## src/sv/fbh_pkg.sv

```systemverilog
`default_nettype none

package fbh_pkg;

  localparam int unsigned HASH_W = 32;
  localparam int unsigned BYTE_W = 8;

  localparam logic [HASH_W-1:0] FNV_OFFSET_BASIS = 32'h811c_9dc5;
  localparam logic [HASH_W-1:0] FNV_PRIME        = 32'h0100_0193;
  localparam logic [HASH_W-1:0] TABLE_SIZE_RESET = 32'h0001_0000;

  // Steps of the restoring divider: one quotient bit per step.
  localparam int unsigned DIV_STEPS = HASH_W;
  localparam int unsigned CNT_W     = $clog2(DIV_STEPS);

endpackage

`default_nettype wire

```

## src/sv/fnv1a_bucket_hash.sv

```systemverilog
`default_nettype none

// FNV-1a bucket hash. Key bytes arrive one per request on the in_ channel; a
// request with in_key_end set closes the key and produces one result on the
// out_ channel: the 32-bit FNV-1a hash and that hash modulo the table size
// written through cfg_we/cfg_data (reset 65536; a table size of zero gives
// the hash itself as the bucket). A byte request that does not end a key
// is finished in the accept cycle: the XOR and the multiply by the FNV prime
// happen there. A key-end request keeps the block busy until the result is
// loaded: the hash is taken in the accept cycle, the remainder follows from a
// single shared compare-and-subtract unit that produces one bit per cycle,
// and the output register is loaded once it is free. The output register
// holds a finished result while byte requests of the next key stream in; a
// second key end waits only until the earlier result has been taken.
module fnv1a_bucket_hash
  import fbh_pkg::*;
(
  input  wire logic              clk,
  input  wire logic              rst_n,
  // Configuration: table size.
  input  wire logic              cfg_we,
  input  wire logic [HASH_W-1:0] cfg_data,
  // Input channel.
  input  wire logic              in_valid,
  output logic                   in_ready,
  input  wire logic [BYTE_W-1:0] in_char_code,
  input  wire logic              in_char_present,
  input  wire logic              in_key_end,
  // Result channel.
  output logic                   out_valid,
  input  wire logic              out_ready,
  output logic [HASH_W-1:0]      out_bucket,
  output logic [HASH_W-1:0]      out_hash_value
);

  typedef enum logic [1:0] {
    S_IDLE,
    S_DIV,
    S_LOAD
  } state_t;

  state_t            state_r;
  logic [HASH_W-1:0] table_size_r;
  logic [HASH_W-1:0] running_hash_r;
  logic [HASH_W-1:0] key_hash_r;
  logic [HASH_W-1:0] dvd_r;
  logic [HASH_W-1:0] rem_r;
  logic [CNT_W-1:0]  cnt_r;
  logic              out_valid_r;
  logic [HASH_W-1:0] out_bucket_r;
  logic [HASH_W-1:0] out_hash_value_r;

  logic              in_fire;
  logic [HASH_W-1:0] hash_nxt;
  logic [HASH_W:0]   rem_shift;
  logic [HASH_W:0]   divisor_ext;
  logic              rem_ge;
  logic [HASH_W-1:0] rem_nxt;
  logic              out_free;
  logic              publish;

  assign in_ready = (state_r == S_IDLE);
  assign in_fire  = in_valid && in_ready;
  assign out_free = !out_valid_r || out_ready;
  assign publish  = (state_r == S_LOAD) && out_free;

  // Hash update for the request in hand; the multiply is by a constant.
  always_comb begin
    if (in_char_present) begin
      hash_nxt = (running_hash_r ^ {{(HASH_W-BYTE_W){1'b0}}, in_char_code}) * FNV_PRIME;
    end else begin
      hash_nxt = running_hash_r;
    end
  end

  // Shared divider step: shift in the next dividend bit, subtract if it fits.
  assign rem_shift   = {rem_r, dvd_r[HASH_W-1]};
  assign divisor_ext = {1'b0, table_size_r};
  assign rem_ge      = (rem_shift >= divisor_ext);
  assign rem_nxt     = rem_ge ? HASH_W'(rem_shift - divisor_ext) : rem_shift[HASH_W-1:0];

  always_ff @(posedge clk) begin
    if (!rst_n) begin
      state_r        <= S_IDLE;
      table_size_r   <= TABLE_SIZE_RESET;
      running_hash_r <= FNV_OFFSET_BASIS;
      out_valid_r    <= 1'b0;
      cnt_r          <= '0;
    end else begin
      if (cfg_we) begin
        table_size_r <= cfg_data;
      end
      // A new result replaces the old one in the same cycle it is taken.
      if (publish) begin
        out_valid_r <= 1'b1;
      end else if (out_valid_r && out_ready) begin
        out_valid_r <= 1'b0;
      end
      unique case (state_r)
        S_IDLE: begin
          if (in_fire) begin
            if (in_key_end) begin
              // Close the key: keep the hash and start the remainder.
              running_hash_r <= FNV_OFFSET_BASIS;
              key_hash_r     <= hash_nxt;
              dvd_r          <= hash_nxt;
              rem_r          <= '0;
              cnt_r          <= CNT_W'(DIV_STEPS - 1);
              state_r        <= S_DIV;
            end else begin
              running_hash_r <= hash_nxt;
            end
          end
        end
        S_DIV: begin
          rem_r <= rem_nxt;
          dvd_r <= {dvd_r[HASH_W-2:0], 1'b0};
          cnt_r <= cnt_r - 1'b1;
          if (cnt_r == '0) begin
            state_r <= S_LOAD;
          end
        end
        S_LOAD: begin
          // Wait for the output register to be free, then publish.
          if (out_free) begin
            out_hash_value_r <= key_hash_r;
            out_bucket_r     <= (table_size_r != '0) ? rem_r : key_hash_r;
            state_r          <= S_IDLE;
          end
        end
        default: begin
          state_r <= S_IDLE;
        end
      endcase
    end
  end

  assign out_valid      = out_valid_r;
  assign out_bucket     = out_bucket_r;
  assign out_hash_value = out_hash_value_r;

`ifndef SYNTH
  // A key end always starts the divider and drops ready.
  a_key_end_divides: assert property (@(posedge clk) disable iff (!rst_n)
    in_valid && in_ready && in_key_end |=> state_r == S_DIV && !in_ready)
    else $error("key end did not start the divider");

  // The running hash is back at the offset basis while a remainder is in work.
  a_hash_restarted: assert property (@(posedge clk) disable iff (!rst_n)
    state_r == S_DIV |-> running_hash_r == FNV_OFFSET_BASIS)
    else $error("running hash not restarted at key end");

  // A finished result is published as soon as the output register is free.
  a_load_publishes: assert property (@(posedge clk) disable iff (!rst_n)
    state_r == S_LOAD && (!out_valid || out_ready) |=> out_valid && state_r == S_IDLE)
    else $error("finished result not published");
`endif

endmodule

`default_nettype wire
```

## config.mk

```make
export PLATFORM = sky130hd
export DESIGN_NAME = fnv1a_bucket_hash
export DESIGN_NICKNAME = d
export VERILOG_FILES = /design/src/sv/fbh_pkg.sv /design/src/sv/fnv1a_bucket_hash.sv
export SDC_FILE = /design/constraint.sdc
export NUM_CORES = 1
export LEC_CHECK = 0
export BUFFER_PORTS_ARGS = -buffer_cell sky130_fd_sc_hd__buf_2
export CAP_MARGIN = 20
export CORE_MARGIN = 2
export CORE_UTILIZATION = 35
export DETAILED_ROUTE_END_ITERATION = 10
export GPL_ROUTABILITY_DRIVEN = 0
export PLACE_DENSITY = 0.55
export SKIP_LAST_GASP = 1
export SLEW_MARGIN = 20
export SYNTH_ARGS = -nofsm -noshare
export SYNTH_HDL_FRONTEND = slang
export SYNTH_SLANG_ARGS = --single-unit
```

## constraint.sdc

```tcl
create_clock -name clk -period 8.15 [get_ports clk]
set_input_delay 0.815 -clock clk [delete_from_list [all_inputs] [get_ports clk]]
set_output_delay 0.815 -clock clk [all_outputs]
set_load 0.02 [all_outputs]
```

**Word-level counts from Yosys, hierarchy flattened**

Index checks and enable logic that the tools add are counted.

- $add $sub $neg: 2
- $mul: 1
- Magnitude comparators: 1
- Equality and inequality tests: 6
- Muxes and demuxes: 20
- Bitwise gates (word level): 1
- Reduce and logical (&&, ||, !) cells: 16

Operators with widths:

| kind | count |
|---|---|
| $mux 32 | 8 |
| $pmux 32 s2 | 2 |
| $ge 33x32->1 | 1 |
| $mul 32x25->32 const B | 1 |
| $reduce_bool 32->1 | 1 |
| $sub 32x32->32 | 1 |
| $xor 32x8->32 | 1 |
| $reduce_and 4->1 | 3 |
| $mux 5 | 2 |
| $pmux 5 s2 | 1 |
| $mux 2 | 4 |
| $pmux 2 s3 | 1 |
| $reduce_and 3->1 | 2 |
| $logic_not 5->1 | 1 |
| $sub 5x1->5 const B | 1 |
| $ne 2x1->1 const B | 2 |
| $ne 2x2->1 const B | 2 |
| $reduce_bool 2->1 | 2 |
| $logic_and 1x1->1 | 3 |
| $eq 2x1->1 const B | 1 |
| $eq 2x2->1 const B | 1 |
| $logic_not 2->1 | 1 |
| $mux 1 | 2 |
| $reduce_and 2->1 | 1 |
| 2 further kinds | 2 |

- Register bits after elaboration: 232
- Input port bits: 47
- Output and inout bits: 66
- Word-level logic and storage cells: 57

**Longest topological paths before layout**

Gate-level depths: netlist of the first run.

- Depth in word-level cells: 6
- Mapped depth: 22
- Mapped depth without buffers: 22

**Worst setup path after synthesis of the first run**

Ideal clock, no wire load.

- Path kind: input to register
- Start point: in rst_n
- End point: reg out_bucket_r[0] (netlist: out_bucket[0]), enable pin
- Setup time: 578 ps
- Arrival: 6070 ps
- Required time: 7572 ps
- Slack: 1502 ps
- Stages on the path: 4
- Buffers on the path: 2
- Path through: clkbuf_1 inv_2 clkbuf_1 nor3b_1

- Word-level cells in the longest chain between the ends: 1

Ends and longest elaborated chain:

| what | RTL line | source |
|---|---|---|
| from (decl) | fnv1a_bucket_hash.sv:19 | `input wire logic rst_n,` |
| $reduce_and 3->1 (no source line) | -- |  |
| to (signal assigned) | fnv1a_bucket_hash.sv:127 | `out_bucket_r <= (table_size_r != '0) ? rem_r : key_hash_r;` |
| to (decl) | fnv1a_bucket_hash.sv:50 | `logic [HASH_W-1:0] out_bucket_r;` |

No other way between the ends.
A chain may end at the register's enable or synchronous reset.

**Worst setup path after layout of the first run**

- Start point: reg running_hash_r[13]
- End point: reg dvd_r[29], data pin

- Word-level cells in the longest chain between the ends: 6

Ends and longest elaborated chain:

| what | RTL line | source |
|---|---|---|
| from (decl) | fnv1a_bucket_hash.sv:44 | `logic [HASH_W-1:0] running_hash_r;` |
| from (signal assigned) | fnv1a_bucket_hash.sv:111 | `running_hash_r <= hash_nxt;` |
| $xor 32x8->32 | fnv1a_bucket_hash.sv:70 | `hash_nxt = (running_hash_r ^ {{(HASH_W-BYTE_W){1'b0}}, in_char_code}) * FNV_PRIME;` |
| $mul 32x25->32 | fnv1a_bucket_hash.sv:70 |  |
| $mux 32 | fnv1a_bucket_hash.sv:69 | `if (in_char_present) begin` |
| net hash_nxt[29] | fnv1a_bucket_hash.sv:54 | `logic [HASH_W-1:0] hash_nxt;` |
| $mux 32 | fnv1a_bucket_hash.sv:102 | `if (in_key_end) begin` |
| $mux 32 | fnv1a_bucket_hash.sv:101 | `if (in_fire) begin` |
| $pmux 32 s2 | fnv1a_bucket_hash.sv:99 | `unique case (state_r)` |
| to (signal assigned) | fnv1a_bucket_hash.sv:106 | `dvd_r <= hash_nxt;` |
| to (signal assigned) | fnv1a_bucket_hash.sv:117 | `dvd_r <= {dvd_r[HASH_W-2:0], 1'b0};` |
| to (decl) | fnv1a_bucket_hash.sv:46 | `logic [HASH_W-1:0] dvd_r;` |

The timed path passes the listed nets, and every way through them passes these cells. The select of a mux whose other input is x is not followed.

==> implementation parameters, run 1 <==
Parameter                              Value

Outcome
  Run status ... completed

Detailed routing
  Routed WL ... roughly 43,000 µm
  DRT antenna net count ... 0
  Count of routing violations after the opening detailed-route iteration ... 653
  DRC Markers ... 0
  Detail-routed net length per standard cell ... 18.2 µm
  Number of iterations in the first detailed-routing pass ... 7
  Via count of the routed design ... 12,023
  Vias per std cell ... just over 5

Die
  Row cnt ... 80
  Die extent in x ... 224 µm
  Vertical die dimension ... ~220 µm
  Placeable Area ... 47,700 µm²
  Die ar. ... 50,100 µm²
  Number of ports placed on the die boundary ... 113
  Initial Utilization ... a little over a third

Logic synthesis
  Top_reg_cell synth ... sky130_fd_sc_hd__edfxtp_1
  Biggest area contributors in the synthesized netlist ... sky130_fd_sc_hd__edfxtp_1 (28%), sky130_fd_sc_hd__ha_1 (16%), sky130_fd_sc_hd__fa_1 (8.9%)
  Register area share after synthesis ... 36.9%
  Cell variety after synth ... 76
  Avg Inst Size Synth ... between 10 and 15 µm²
  Synth area leader ... sky130_fd_sc_hd__edfxtp_1
  Total number of yosys warnings ... 0
  Share of synthesized registers carrying an async set or reset ... 0%
  Total nets after synthesis ... approximately 2,000
  Proportion of netlist area held by the largest area contributor ... 28.4%
  Post-synthesis cell area ... 16,900 µm²
  Synthesized instance count ... 1,631
  Post-synth EDFFs ... 160
  Flops & latches, synth ... 232

Setup path
  WP data arrival ... around 6700 ps
  Endpoint type of the worst setup path ... flop
  Largest fanout of any net on the critical path ... 7
  Reg2Reg Depth ... 21
  Worst reg2reg setup slack ... approximately 1800 ps
  Required time at the worst-slack endpoint ... ~8400 ps
  Start of the worst register-to-register path ... running_hash_r[13]
  Launch point of the worst path ... running_hash_r[13]
  Worst setup path end ... dvd_r[29]
  Critical path type ... reg2reg
  End of the worst register-to-register path ... dvd_r[29]
  Startpoint type of the worst setup path ... flop

Clock network
  Post-cts resize count ... 0
  Clock-pin slew of the registers on the worst-case setup and hold paths ... 70 ps
  Post CTS Setup Buffer Count ... 0
  Root Buffer Master ... sky130_fd_sc_hd__clkbuf_16
  Clock latency on the worst-skew pair ... 540 ps
  CTS H-Tree Depth ... 1
  Clock tree from TritonCTS ... built
  Clock tree buffer depth ... 3
  Total clock buffers created by CTS ... 24
  Quantity of hold-fixing buffers added after cts ... 0
  Number of sinks on the clock net ... 232

Hold path
  Worst hold path depth ... 0
  Classification of the worst-slack hold path ... reg2reg

Placed design
  Detailed placement HPWL ... 34,000 µm
  Post-place instance area ... roughly 18,000 µm²
  IO Port Bufs ... between 100 and 150

Timing
  Share of the clock period used by the worst path after layout ... 78.0%
  Worst rel slew slack ... 33.9%
  Final critical delay including setup and external delays ... about 6400 ps
  Total negative setup slack ... 0 ps
  Worst hold slack across all endpoints ... 447 ps
  Clock skew ... 22.6 ps
  Number of max-slew violations in the final report ... 0
  Final setup violating endpoints ... 0
  Final Hold Vio Count ... 0
  Maximum operating frequency ... between 0.15 and 0.2 GHz
  Setup repair after global routing missed its margin ... false
  Worst Max-Slew Pin Slew ... ~990 ps

Layout
  Layout overhead on the synthesized area ... 11.8%
  Final design area excluding fillers ... 18,900 µm²
  Fraction of final layout cells with drive strength greater than 1 ... between 10% and 20%
  Share of the core filled with cells in the final layout ... 39.6%
  NumNets Final ... between 2,000 and 2,500

Global route
  Vias in the first global route ... 12,098
  Overflow left after global routing ... 0
  Global-route wire length before repair ... between 60,000 and 70,000 µm
  Largest net degree at the start of global routing ... 66
  Initial antenna violation count ... 1
  Total routing usage reported by global routing ... about 17%

Run
  Number of violations of the max-capacitance limit ... 0
stage by stage:
step           setup WS (ps)  cells
2_1_floorplan           1500   1631
3_3_place_gp            1470   2314
3_5_place_dp            1410   2314
4_1_cts                 1840   2358
5_1_grt                 1390   2359
6_report                1790   2360
worst max-delay path, cell delays in order (launching register included):
cell and delay (ps):
sky130_fd_sc_hd__dfxtp_1 580, sky130_fd_sc_hd__ha_1 310, sky130_fd_sc_hd__ha_1 270, sky130_fd_sc_hd__inv_1 50, sky130_fd_sc_hd__fa_1 540, sky130_fd_sc_hd__inv_1 40
sky130_fd_sc_hd__ha_1 190, sky130_fd_sc_hd__fa_1 490, sky130_fd_sc_hd__ha_1 300, sky130_fd_sc_hd__inv_1 50, sky130_fd_sc_hd__fa_1 530, sky130_fd_sc_hd__inv_1 40
sky130_fd_sc_hd__ha_1 390, sky130_fd_sc_hd__a21oi_1 280, sky130_fd_sc_hd__o21bai_1 90, sky130_fd_sc_hd__a21oi_1 560, sky130_fd_sc_hd__a21oi_1 190, sky130_fd_sc_hd__nor3b_1 440
sky130_fd_sc_hd__a21boi_2 140, sky130_fd_sc_hd__xnor2_1 210, sky130_fd_sc_hd__a21oi_1 110, sky130_fd_sc_hd__mux2_2 300
routing by layer:
layer,wire length (µm),track usage (%)
met3,1660,1.64
met2,20600,29.6
met4,681,3.59
met1,20000,23.6
met5,0,0
worst min-delay path by stage:
stage / start / to / slack, ps
after floorplan: key_hash_r[10] / out_hash_value[10] / 420
after global routing: key_hash_r[4] / out_hash_value[4] / 470
after CTS: key_hash_r[4] / out_hash_value[4] / 450
final: key_hash_r[4] / out_hash_value[4] / 450
after detailed placement: key_hash_r[4] / out_hash_value[4] / 440
after global placement: key_hash_r[4] / out_hash_value[4] / 430
cells by family after synthesis:
logic type	synth area share (%)
adder cells (fa/ha/maj)	25.0
AO/OA/AOI/OAI	10.6
flip-flops	36.9
XOR/XNOR	3.99
multiplexers	6.51
AND/OR/NAND/NOR	10.0
buffers and inverters	6.94
cell type report:
| cell class | instances | area, µm² |
|---|---|---|
| well taps | 615 | 769 |
| clock buffers | 33 | 664 |
| multi-input cells | 1097 | 9520 |
| inverters | 248 | 931 |
| repair buffers | 123 | 663 |
| clock inverters | 11 | 104 |
| fillers | 4667 | 28800 |
| diodes | 1 | 2.50 |
| flip-flops and latches | 232 | 6250 |
registers in the layout, indices dropped and copies added, names as in the netlist:
signal	flops
rem_r	32
out_hash_value	32
table_size_r	32
out_valid	1
state_r	2
running_hash_r	32
out_bucket	32
dvd_r	32
key_hash_r	32
cnt_r	5
cell usage after synthesis (27+ instances only):
cell / count
sky130_fd_sc_hd__a21oi_1: 78
sky130_fd_sc_hd__clkbuf_1: 36
sky130_fd_sc_hd__dfxtp_1: 72
sky130_fd_sc_hd__edfxtp_1: 160
sky130_fd_sc_hd__fa_1: 75
sky130_fd_sc_hd__ha_1: 218
sky130_fd_sc_hd__inv_1: 247
sky130_fd_sc_hd__mux2_2: 47
sky130_fd_sc_hd__mux2i_1: 57
sky130_fd_sc_hd__nand2_1: 76
sky130_fd_sc_hd__nand3_1: 27
sky130_fd_sc_hd__nor2_1: 143
sky130_fd_sc_hd__o21ai_0: 39
sky130_fd_sc_hd__xnor2_1: 42
sky130_fd_sc_hd__xor2_1: 35
cells in the final DEF, fill, tap and decap left out, types with 13 or more instances in the layout:
master and count:
sky130_fd_sc_hd__edfxtp_1 160, sky130_fd_sc_hd__mux2i_1 57, sky130_fd_sc_hd__o21a_1 14, sky130_fd_sc_hd__xor2_1 35, sky130_fd_sc_hd__mux2_2 47, sky130_fd_sc_hd__nor3_1 22, sky130_fd_sc_hd__buf_2 112, sky130_fd_sc_hd__ha_1 218
sky130_fd_sc_hd__a21o_1 21, sky130_fd_sc_hd__a21oi_1 78, sky130_fd_sc_hd__inv_1 247, sky130_fd_sc_hd__xnor2_1 42, sky130_fd_sc_hd__fa_1 75, sky130_fd_sc_hd__and2_1 13, sky130_fd_sc_hd__nor2_1 141, sky130_fd_sc_hd__clkbuf_16 24
sky130_fd_sc_hd__o211ai_1 17, sky130_fd_sc_hd__dfxtp_1 72, sky130_fd_sc_hd__o21ai_0 39, sky130_fd_sc_hd__nand2_1 76, sky130_fd_sc_hd__nand3_1 27
Power of run 1 is left out: the tool's default activity adds up to more than one toggle a clock period on the data nets, which glitch-free logic cannot reach.
==> inputs of run 2 (changes only) <==
- clock period: 8.15 -> 6.2 ns (I/O delays scaled with it)
==> run 2 against run 1 <==
Non-clock buffer count grew 46. Critical path depth increased by 1. Die area is the same. Fmax up 7.2%. Sequential share of layout area fell by 0.75 points. Design area up 2.3%. Worst hold slack lost 130 ps. First-iteration DRC count is 10% lower. Sequential cell count unchanged. Global-route usage up 0.35 points. Final cell count grew 2.0%. Critical path type unchanged.
==> implementation parameters, run 2 (synthesized netlist as in run 1, its figures left out) <==
Parameter                              Value

Outcome
  Run status ... completed

Global route
  Largest net degree at the start of global routing ... 58
  Initial antenna violation count ... 1
  Vias in the first global route ... 12,238
  Total routing usage reported by global routing ... between 10% and 20%
  Global-route wire length before repair ... approximately 69,000 µm
  Overflow left after global routing ... 0

Clock network
  Clock tree from TritonCTS ... built
  Clock-pin slew of the registers on the worst-case setup and hold paths ... approximately 60 ps
  Clock tree buffer depth ... 3
  Post CTS Setup Buffer Count ... 0
  Quantity of hold-fixing buffers added after cts ... 0
  Number of sinks on the clock net ... 232
  Total clock buffers created by CTS ... 25
  CTS H-Tree Depth ... 1
  Clock latency on the worst-skew pair ... approximately 550 ps
  Root Buffer Master ... sky130_fd_sc_hd__clkbuf_16

Timing
  Share of the clock period used by the worst path after layout ... 95.7%
  Setup repair after global routing missed its margin ... false
  Worst Slack Setup Final ... 268 ps
  Clock skew ... 28.2 ps
  Number of max-slew violations in the final report ... 0
  Maximum operating frequency ... 0.169 GHz
  Final Hold Vio Count ... 0
  Final setup violating endpoints ... 0
  Total negative setup slack ... 0 ps
  Final critical delay including setup and external delays ... 5930 ps
  Worst Max-Slew Pin Slew ... around 1000 ps
  Worst rel slew slack ... a little under a third

Setup path
  Library cell contributing the largest single delay on the critical path ... sky130_fd_sc_hd__fa_1
  Crit path cell chain ... ha_1, ha_1, inv_1, fa_1, inv_1, ha_1, fa_1, ha_1, inv_1, fa_1, inv_1, ha_1, nand2_1, nor2_1, nand4_1, a2111oi_2, buf_4, nor3b_2, a21boi_2, mux2i_1, nand4_1, o31ai_1
  Slowest Stage Delay on Critical Path ... 540 ps
  WP data arrival ... 6270 ps
  Largest fanout of any net on the critical path ... 7
  Critical Path Most Common Cell ... sky130_fd_sc_hd__ha_1
  Endpoint type of the worst setup path ... flop
  Cell family with most CP delay ... adder cells
  Worst path buffer plus inverter count ... 5
  Critical path type ... reg2reg
  Required time at the worst-slack endpoint ... about 6500 ps
  Startpoint type of the worst setup path ... flop
  Worst reg2reg setup slack ... 270 ps

Detailed routing
  Routed WL ... 44,200 µm
  DRT antenna net count ... 0
  Vias per std cell ... slightly above 5
  Via count of the routed design ... 12,148
  DRC Markers ... 0
  Count of routing violations after the opening detailed-route iteration ... 587
  Number of iterations in the first detailed-routing pass ... 5
  Detail-routed net length per standard cell ... 18.3 µm

Layout
  NumNets Final ... 2,113
  Fraction of final layout cells with drive strength greater than 1 ... between 10% and 20%
  Layout overhead on the synthesized area ... 14.4%
  Total of fill cells in the finished design ... 4,653
  Commonest non-fill, non-tap cells in the layout ... sky130_fd_sc_hd__inv_1 (246), sky130_fd_sc_hd__ha_1 (218), sky130_fd_sc_hd__edfxtp_1 (160)
  Multi-input gate area in the final layout ... around 9600 µm²
  Sequential Area ... 6250 µm²
  Most common library cell in the layout ignoring fill and taps ... sky130_fd_sc_hd__inv_1

Placed design
  Detailed placement HPWL ... 35,100 µm
  IO Port Bufs ... roughly 110
  DP Worst Slack ... -323 ps

Die
  Row cnt ... 80
  Placeable Area ... between 40,000 and 50,000 µm²
  Die extent in x ... 224 µm
  Number of ports placed on the die boundary ... 113
  Initial Utilization ... 35.4%
  Die ar. ... 50,100 µm²
  Vertical die dimension ... 224 µm

Run
  Number of violations of the max-capacitance limit ... 0

Hold path
  Classification of the worst-slack hold path ... in2reg
## run 2: cell count changes in the layout (fill, tap and decap cells not counted), moves of 2 or more
| cell | delta |
|---|---|
| sky130_fd_sc_hd__nor3b_1 | -2 |
| sky130_fd_sc_hd__clkbuf_1 | -5 |
| sky130_fd_sc_hd__buf_4 | +46 |
| sky130_fd_sc_hd__clkinvlp_4 | +2 |
| sky130_fd_sc_hd__clkinv_4 | +2 |
| sky130_fd_sc_hd__clkinv_1 | +3 |
## run 2: repair_timing
action                                 4_1_cts  5_1_grt
pin swaps                                    0        0
setup endpoints to repair                    1       11
resized for setup                            1        6
endpoints found under the hold margin        0        0
## run 2: through the flow
stage          cell area, µm²  cells  util (%)  hold slack [ps]
2_1_floorplan           16900   1631         -              420
3_3_place_gp            18500   2360      38.6              428
3_5_place_dp            18500   2360      38.7              431
4_1_cts                 19300   2406      40.4              293
5_1_grt                 19300   2407      40.5              315
6_report                19300   2408      40.5              313
## run 2: worst min-delay path, cell delays in order
cell                      delay [ps]
sky130_fd_sc_hd__buf_2            70
sky130_fd_sc_hd__mux2i_1          50
sky130_fd_sc_hd__nor2_1           70
## run 2: worst paths after layout
kind                                    startpoint                  to  depth (start not counted)
worst min-delay path                   cfg_data[7]     table_size_r[7]                          3
worst max-delay path            running_hash_r[14]           dvd_r[31]                         22
worst max register to register  running_hash_r[14]           dvd_r[31]                         22
worst min register to register      key_hash_r[16]  out_hash_value[16]                          0
## run 2: area by class of cell
| type | instances | area share [%] |
|---|---|---|
| well taps | 615 | 3.98 |
| flip-flops and latches | 232 | 32.3 |
| repair buffers | 169 | 5.18 |
| clock inverters | 18 | 0.854 |
| inverters | 248 | 4.81 |
| multi-input cells | 1097 | 49.5 |
| clock buffers | 28 | 3.40 |
| diodes | 1 | 0.0129 |
## run 2: layer usage
| metal | share of wire [%] | GRT usage, % |
|---|---|---|
| met5 | 0 | 0 |
| met4 | 1.7 | 3.57 |
| met3 | 4.0 | 1.73 |
| met2 | 48 | 30.5 |
| met1 | 47 | 23.8 |
Power of run 2 is left out for the same reason.
